$ cat src/design/tws_pkg.sv
package tws_pkg;

    // Command kinds
    localparam logic [3:0] KIND_WRITE_BYTE  = 4'd0;
    localparam logic [3:0] KIND_READ_BYTE   = 4'd1;
    localparam logic [3:0] KIND_XFER_BYTE   = 4'd2;
    localparam logic [3:0] KIND_CLK_HIGH    = 4'd3;
    localparam logic [3:0] KIND_CLK_LOW     = 4'd4;
    localparam logic [3:0] KIND_CLK_PULSE   = 4'd5;
    localparam logic [3:0] KIND_SDO_HIGH    = 4'd6;
    localparam logic [3:0] KIND_SDO_LOW     = 4'd7;
    localparam logic [3:0] KIND_CLOCKED_BIT = 4'd8;
    localparam logic [3:0] KIND_RAW_BIT     = 4'd9;

    // Configuration register indexes
    localparam int unsigned CFG_INDEX_W = 4;
    localparam logic [CFG_INDEX_W-1:0] CFG_MSB_FIRST   = 4'd0;
    localparam logic [CFG_INDEX_W-1:0] CFG_HALF_PERIOD = 4'd1;

    localparam int unsigned CFG_DATA_W = 16;
    localparam int unsigned TIMER_W    = 16;

    typedef struct packed {
        logic [3:0] kind;
        logic [7:0] tx_byte;
        logic [7:0] sdi_bits;
    } t_cmd;

    typedef struct packed {
        logic       clk_level;
        logic       sdo_level;
        logic [7:0] rx_data;
        logic       last;
    } t_result;

endpackage

$ cat src/design/three_wire_serial_master.sv
// Three-wire serial master (clock, data-out, data-in). Each accepted command
// produces one result per clock edge, data-out action or raw bit read, the
// final one marked with last and carrying the received byte or bit. Before
// every clock edge the edge timer runs down from max(half_period_ticks, 1).
// A byte command shifts WORD_BITS bits (clamped to 1..8) with a rising and a
// falling clock edge each; clock-high and clock-low commands make one edge,
// clock pulses and clocked bit reads two, data-out actions and raw bit reads
// none. Commands are handled one at a time; a held result at the output only
// delays the next edge or emitted result, and the next command is taken while
// the previous one's final result still waits. Unknown kinds yield no result.
module three_wire_serial_master #(
    parameter int unsigned WORD_BITS = 8
) (
    input  logic                               i_clk,
    input  logic                               i_rst_n,
    // command channel
    input  logic                               i_in_valid,
    output logic                               o_in_stall,
    input  tws_pkg::t_cmd                      i_in,
    // result channel
    output logic                               o_out_valid,
    input  logic                               i_out_stall,
    output tws_pkg::t_result                   o_out,
    // configuration write channel
    input  logic                               i_cfg_valid,
    output logic                               o_cfg_ready,
    input  logic [tws_pkg::CFG_INDEX_W-1:0]    i_cfg_index,
    input  logic [tws_pkg::CFG_DATA_W-1:0]     i_cfg_data
);
    import tws_pkg::*;

    localparam int unsigned BITS_USED = (WORD_BITS < 1) ? 1 : ((WORD_BITS > 8) ? 8 : WORD_BITS);
    localparam int unsigned CNT_W     = $clog2(BITS_USED + 1);

    typedef enum logic [1:0] {
        S_IDLE,
        S_EDGE_HI,
        S_EDGE_LO,
        S_EMIT
    } t_state;

    typedef enum logic [1:0] {
        M_BYTE,
        M_PULSE,
        M_HIGH,
        M_LOW
    } t_mode;

    t_state                 r_state;
    t_mode                  r_mode;
    logic                   r_send;
    logic                   r_recv;
    logic                   r_msb_first;
    logic [TIMER_W-1:0]     r_half_period;
    logic [TIMER_W-1:0]     r_timer;
    logic [CNT_W-1:0]       r_cnt;
    logic [BITS_USED-1:0]   r_tx;
    logic [BITS_USED-1:0]   r_rx;
    logic [7:0]             r_sdi;
    logic                   r_clk_line;
    logic                   r_sdo_line;
    logic                   r_out_valid;
    t_result                r_out;

    logic                   in_xfer;
    logic                   out_free;
    logic                   timer_done;
    logic                   fire;
    logic                   load_out;
    logic [TIMER_W-1:0]     timer_load;
    logic                   tx_bit;
    logic                   sdi_bit;
    logic                   last_bit;
    logic [BITS_USED-1:0]   rx_next;

    assign o_cfg_ready = 1'b1;
    assign o_in_stall  = (r_state != S_IDLE);
    assign o_out_valid = r_out_valid;
    assign o_out       = r_out;

    assign in_xfer    = i_in_valid && !o_in_stall;
    assign out_free   = !r_out_valid || !i_out_stall;
    assign timer_done = (r_timer <= TIMER_W'(1));
    assign fire       = timer_done && out_free;
    assign timer_load = (r_half_period == '0) ? TIMER_W'(1) : r_half_period;
    assign last_bit   = (r_cnt == CNT_W'(BITS_USED - 1));
    assign sdi_bit    = r_sdi[0];
    assign tx_bit     = r_msb_first ? r_tx[BITS_USED-1] : r_tx[0];

    // a new result enters the output register this cycle
    assign load_out = ((r_state == S_EMIT) && out_free)
                   || (((r_state == S_EDGE_HI) || (r_state == S_EDGE_LO)) && fire);

    // shift the sampled bit into the receive word in the configured order
    always_comb begin
        if (r_msb_first) begin
            rx_next = (r_rx << 1) | BITS_USED'(sdi_bit);
        end else begin
            rx_next = (r_rx >> 1) | (BITS_USED'(sdi_bit) << (BITS_USED - 1));
        end
    end

    // configuration registers
    always_ff @(posedge i_clk) begin
        if (!i_rst_n) begin
            r_msb_first   <= 1'b1;
            r_half_period <= TIMER_W'(1);
        end else if (i_cfg_valid && o_cfg_ready) begin
            if (i_cfg_index == CFG_MSB_FIRST) begin
                r_msb_first <= i_cfg_data[0];
            end else if (i_cfg_index == CFG_HALF_PERIOD) begin
                r_half_period <= i_cfg_data[TIMER_W-1:0];
            end
        end
    end

    // sequencer: decode commands, time edges, shift bits, load results
    always_ff @(posedge i_clk) begin
        if (!i_rst_n) begin
            r_state     <= S_IDLE;
            r_mode      <= M_BYTE;
            r_send      <= 1'b0;
            r_recv      <= 1'b0;
            r_clk_line  <= 1'b0;
            r_sdo_line  <= 1'b0;
            r_out_valid <= 1'b0;
            r_timer     <= '0;
            r_cnt       <= '0;
        end else begin
            // drop a result once the consumer has taken it and nothing replaces it
            if (r_out_valid && !i_out_stall && !load_out) begin
                r_out_valid <= 1'b0;
            end

            unique case (r_state)
                S_IDLE: begin
                    if (in_xfer) begin
                        r_tx   <= i_in.tx_byte[BITS_USED-1:0];
                        r_sdi  <= i_in.sdi_bits;
                        r_cnt  <= '0;
                        r_send <= (i_in.kind == KIND_WRITE_BYTE)
                               || (i_in.kind == KIND_XFER_BYTE);
                        r_recv <= (i_in.kind == KIND_READ_BYTE)
                               || (i_in.kind == KIND_XFER_BYTE)
                               || (i_in.kind == KIND_CLOCKED_BIT)
                               || (i_in.kind == KIND_RAW_BIT);
                        unique case (i_in.kind)
                            KIND_WRITE_BYTE, KIND_READ_BYTE, KIND_XFER_BYTE: begin
                                r_mode  <= M_BYTE;
                                r_rx    <= '0;
                                r_timer <= timer_load;
                                r_state <= S_EDGE_HI;
                            end
                            KIND_CLK_HIGH: begin
                                r_mode  <= M_HIGH;
                                r_timer <= timer_load;
                                r_state <= S_EDGE_HI;
                            end
                            KIND_CLK_LOW: begin
                                r_mode  <= M_LOW;
                                r_timer <= timer_load;
                                r_state <= S_EDGE_LO;
                            end
                            KIND_CLK_PULSE: begin
                                r_mode  <= M_PULSE;
                                r_timer <= timer_load;
                                r_state <= S_EDGE_HI;
                            end
                            KIND_CLOCKED_BIT: begin
                                r_mode  <= M_PULSE;
                                r_rx    <= BITS_USED'(i_in.sdi_bits[0]);
                                r_timer <= timer_load;
                                r_state <= S_EDGE_HI;
                            end
                            KIND_SDO_HIGH, KIND_SDO_LOW: begin
                                r_sdo_line <= (i_in.kind == KIND_SDO_HIGH);
                                r_state    <= S_EMIT;
                            end
                            KIND_RAW_BIT: begin
                                r_rx    <= BITS_USED'(i_in.sdi_bits[0]);
                                r_state <= S_EMIT;
                            end
                            default: begin
                                r_state <= S_IDLE;
                            end
                        endcase
                    end
                end

                S_EMIT: begin
                    if (out_free) begin
                        r_out_valid       <= 1'b1;
                        r_out.clk_level   <= r_clk_line;
                        r_out.sdo_level   <= r_sdo_line;
                        r_out.rx_data     <= r_recv ? 8'(r_rx) : 8'd0;
                        r_out.last        <= 1'b1;
                        r_state           <= S_IDLE;
                    end
                end

                S_EDGE_HI: begin
                    if (!timer_done) begin
                        r_timer <= r_timer - TIMER_W'(1);
                    end else if (fire) begin
                        // drive data-out, raise the clock, sample data-in
                        r_clk_line      <= 1'b1;
                        r_out_valid     <= 1'b1;
                        r_out.clk_level <= 1'b1;
                        r_out.rx_data   <= 8'd0;
                        r_out.last      <= (r_mode == M_HIGH);
                        if (r_mode == M_BYTE) begin
                            if (r_send) begin
                                r_sdo_line      <= tx_bit;
                                r_out.sdo_level <= tx_bit;
                            end else begin
                                r_out.sdo_level <= r_sdo_line;
                            end
                            if (r_msb_first) begin
                                r_tx <= r_tx << 1;
                            end else begin
                                r_tx <= r_tx >> 1;
                            end
                            if (r_recv) begin
                                r_rx <= rx_next;
                            end
                            r_sdi <= r_sdi >> 1;
                        end else begin
                            r_out.sdo_level <= r_sdo_line;
                        end
                        if (r_mode == M_HIGH) begin
                            r_state <= S_IDLE;
                        end else begin
                            r_timer <= timer_load;
                            r_state <= S_EDGE_LO;
                        end
                    end
                end

                S_EDGE_LO: begin
                    if (!timer_done) begin
                        r_timer <= r_timer - TIMER_W'(1);
                    end else if (fire) begin
                        // lower the clock; the final edge carries the received value
                        r_clk_line      <= 1'b0;
                        r_out_valid     <= 1'b1;
                        r_out.clk_level <= 1'b0;
                        r_out.sdo_level <= r_sdo_line;
                        if (r_mode == M_BYTE && !last_bit) begin
                            r_out.rx_data <= 8'd0;
                            r_out.last    <= 1'b0;
                            r_cnt         <= r_cnt + CNT_W'(1);
                            r_timer       <= timer_load;
                            r_state       <= S_EDGE_HI;
                        end else begin
                            r_out.rx_data <= r_recv ? 8'(r_rx) : 8'd0;
                            r_out.last    <= 1'b1;
                            r_cnt         <= '0;
                            r_state       <= S_IDLE;
                        end
                    end
                end

                default: begin
                    r_state <= S_IDLE;
                end
            endcase
        end
    end

endmodule
$ cat config.mk
export PLATFORM = sky130hd
export DESIGN_NAME = three_wire_serial_master
export DESIGN_NICKNAME = d
export VERILOG_FILES = /design/src/design/tws_pkg.sv /design/src/design/three_wire_serial_master.sv
export SDC_FILE = /design/constraint.sdc
export NUM_CORES = 1
export LEC_CHECK = 0
export BUFFER_PORTS_ARGS = -buffer_cell sky130_fd_sc_hd__buf_2
export CORE_MARGIN = 4
export CORE_UTILIZATION = 30
export CTS_CLUSTER_DIAMETER = 100
export DETAILED_ROUTE_END_ITERATION = 10
export GPL_ROUTABILITY_DRIVEN = 0
export HOLD_SLACK_MARGIN = 0.12
export SETUP_SLACK_MARGIN = 0.5
export SLEW_MARGIN = 20
export SYNTH_ARGS = -nofsm -noshare
export SYNTH_HDL_FRONTEND = slang
export SYNTH_SLANG_ARGS = --single-unit
export TNS_END_PERCENT = 30
$ cat constraint.sdc
create_clock -name i_clk -period 4.2 [get_ports i_clk]
set_input_delay 0.63 -clock i_clk [delete_from_list [all_inputs] [get_ports i_clk]]
set_output_delay 0.63 -clock i_clk [all_outputs]
set_load 0.01 [all_outputs]
==> results.cfg <==
[status]
status = finished, final reports clean

[clock_network]
cts-root-buf = clkbuf_16
post-cts-setup-buffer-count = 0
cts-buffers-inserted = 9
cts_resized = 0
cts.sinks = 81
clk_pin_slew_ns = 0.07
tritoncts = yes
postCtsHoldBufs = 0
clockBufferDepth = 2
insertion_delay_ns = 0.35
cts_max_level = 3

[route]
drc_errors = 0
via_count = 3505
via_per_inst = 5.18
first_pass_iters = 6
drt_iter0_drc = 267
detail-route-antenna-nets = 0
wl_per_cell_um = 15.3
wirelength_um = 10300

[yosys]
ys_top_cells_by_count = 53 x nor2_1, 46 x dfxtp_1, 38 x mux2i_1
synth_area_um2 = 4360
yosys.area_share.simple_pct = 17.2
ys.flop_type = dfxtp_1
yosys.area_share.adder_pct = 2.58
syn_avg_cell_area_um2 = 9.83
synth.top_cell.area_share_pct = 24.1
synth_compound_area_share_pct = 18.2
synth_cell_types = 66
ys_seq_area_share_pct = 45.2
synth_top_area_cell = edfxtp_1
synthMuxAreaShare_pct = 11.6
synth_top_family_by_area = compound AO/OA/AOI/OAI gates
synth.most_common_cell = nor2_1
async_flop_share_pct = 0
synth_nets = 498
synth-edff-count = 35
ys.warnings.count = 0
synth.top_cells.by_area = edfxtp_1 24%, dfxtp_1 21%, mux2i_1 8.7%
synth-seq-cells = 81
synth_xor_area_share_pct = 1.20
syn_inst = 444

[cells_and_area]
multiInputGateArea_um2 = 2240
fin_nets = 545
syn_to_final_growth_pct = 17.5
final_area_um2 = 5130
antennaDiodeCount = 0
regArea_um2 = 1970
layout-drive-gt1-share_pct = 21.4
fill_cells = 1429

[placed_design]
place_area_um2 = 4830
hpwlAfterDp_um = 7520
numPortBuffers = 57

[power_and_ir_drop]
powerDensity_nw_per_um2 = 697
peakVddDrop_mv = 0.291
leakagePower_nw = 2.14

[floorplan]
die_y_um = 129
io_pins = 59
fp.dieW_um = 129
row_count = 43
floorplan.initialDensity_pct = 31.1
core_um2 = 14000
dieArea_um2 = 16500

[grt]
grt_overflow = 0
first_global_vias = 3433
grt_max_degree = 31
antenna_found_initial = 0
grt_pass1_wl_um = 16900
grt_usage_pct = 12.8

[worst_setup_path]
path_class = reg2reg
cp_max_fo = 17
endpoint_kind = flip-flop
required_ns = 4.24
arrival_ns = 3.04
crit_path_start_kind = flip-flop
reg2regPathDepth = 6

[timing]
period_share_pct = 71.3
worst_pin_slew_ns = 0.913
min_period_ns = 3.00
drv_slew = 0
hold_viol = 0
finalClockSkew_ns = 0.00965
max_slew_margin_pct = 39.0
setup_viol = 0
fmax_mhz = 334
fin_tns_setup_ns = 0
holdWs_ns = 0.486
rsz0062_at_grt = false

[job]
cap_violations = 0

[min_path]
hold_depth = 2
hold_path.class = reg2reg
==> sequential cells by signal (all words and copies together), names as in the netlist <==
register,flops
r_half_period,16
r_timer,16
o_out,11
r_rx,8
r_sdi,8
r_tx,8
r_cnt,4
r_mode,2
r_state,2
o_out_valid,1
r_clk_line,1
r_msb_first,1
r_recv,1
r_sdo_line,1
r_send,1
==> through the flow <==
stage | instances | utilization, % | worst slack (ns) | power, mW
finish | 676 | 36.5 | 1.20 | 3.57
global route | 676 | 36.5 | 1.07 | 3.81
CTS | 676 | 36.5 | 1.21 | 3.60
detailed placement | 660 | 34.4 | 1.21 | 2.78
global placement | 660 | 34.3 | 1.30 | 2.74
floorplan | 444 | - | 0.924 | 2.40
==> critical path, cell delays in order, from the launching register on <==
cell and delay [ns]:
dfxtp_1 0.35, or4_4 0.58, nor4_1 0.59, a41oi_1 0.28
nor4_4 0.25, buf_4 0.28, o221a_2 0.36
==> layout make-up <==
class	count	area share, %
inverters	14	1.02
well taps	180	4.39
clock buffers	9	4.39
clock inverters	7	1.51
repair buffers	64	6.59
multi-input cells	321	43.6
flip-flops and latches	81	38.4
==> report_power, final <==
group	leakage, nW	switching [mW]	internal (mW)
sequential	0.701	0.127	1.03
clock	0.142	0.334	0.465
combinational	1.30	0.986	0.631
total	2.14	1.45	2.13
==> placed cells by master (no fill, tap or decap), types with 3 or more instances in the layout <==
| cell | count |
|---|---|
| a211oi_1 | 9 |
| a21oi_1 | 31 |
| a22o_1 | 4 |
| a2bb2oi_1 | 6 |
| a32o_1 | 5 |
| and2_1 | 16 |
| buf_2 | 57 |
| buf_4 | 7 |
| clkbuf_16 | 9 |
| clkinv_1 | 3 |
| dfxtp_1 | 46 |
| edfxtp_1 | 35 |
| ha_1 | 9 |
| inv_1 | 12 |
| mux2_2 | 11 |
| mux2i_1 | 38 |
| nand2_1 | 18 |
| nand3_1 | 7 |
| nand4_1 | 4 |
| nor2_1 | 53 |
| nor3_1 | 13 |
| nor4_1 | 6 |
| o211ai_1 | 8 |
| o21ai_0 | 13 |
| o22ai_1 | 5 |
| o31ai_1 | 3 |
| or2_2 | 4 |
| or3_1 | 4 |
| xor2_1 | 4 |
==> kinds of logic (layout without fill, tap and decap cells) <==
family	Yosys count	count (layout)
AOI/OAI and AO/OA	109	109
xor gates and xnor gates	6	6
adders and majority gates	9	9
buffers and inverters	42	94
DFF	81	81
muxes	49	49
other	1	1
and+or+nand+nor	147	147
==> final timing paths <==
check / start / endpoint / slack, ns
hold / removal: r_cnt[1]$_SDFFE_PN0P_ / r_cnt[1]$_SDFFE_PN0P_ / 0.49
hold reg to reg: r_cnt[1]$_SDFFE_PN0P_ / r_cnt[1]$_SDFFE_PN0P_ / 0.49
setup reg to reg: r_timer[11]$_SDFFE_PN0P_ / r_rx[1]$_SDFFCE_PN0P_ / 1.20
setup / recovery: r_timer[11]$_SDFFE_PN0P_ / r_rx[1]$_SDFFCE_PN0P_ / 1.20
==> metal layers <==
| metal | routed length [µm] | global-route usage [%] | vias up | share of wire [%] |
|---|---|---|---|---|
| li1 | - | - | 1753 | - |
| met1 | 4720 | 16.5 | 1644 | 46 |
| met2 | 4920 | 20.1 | 96 | 48 |
| met3 | 520 | 2.95 | 12 | 5.0 |
| met4 | 161 | 6.30 | 0 | 1.6 |
| met5 | 0 | 0 | - | 0 |
No activity file was read; power rests on OpenSTA's default activity.
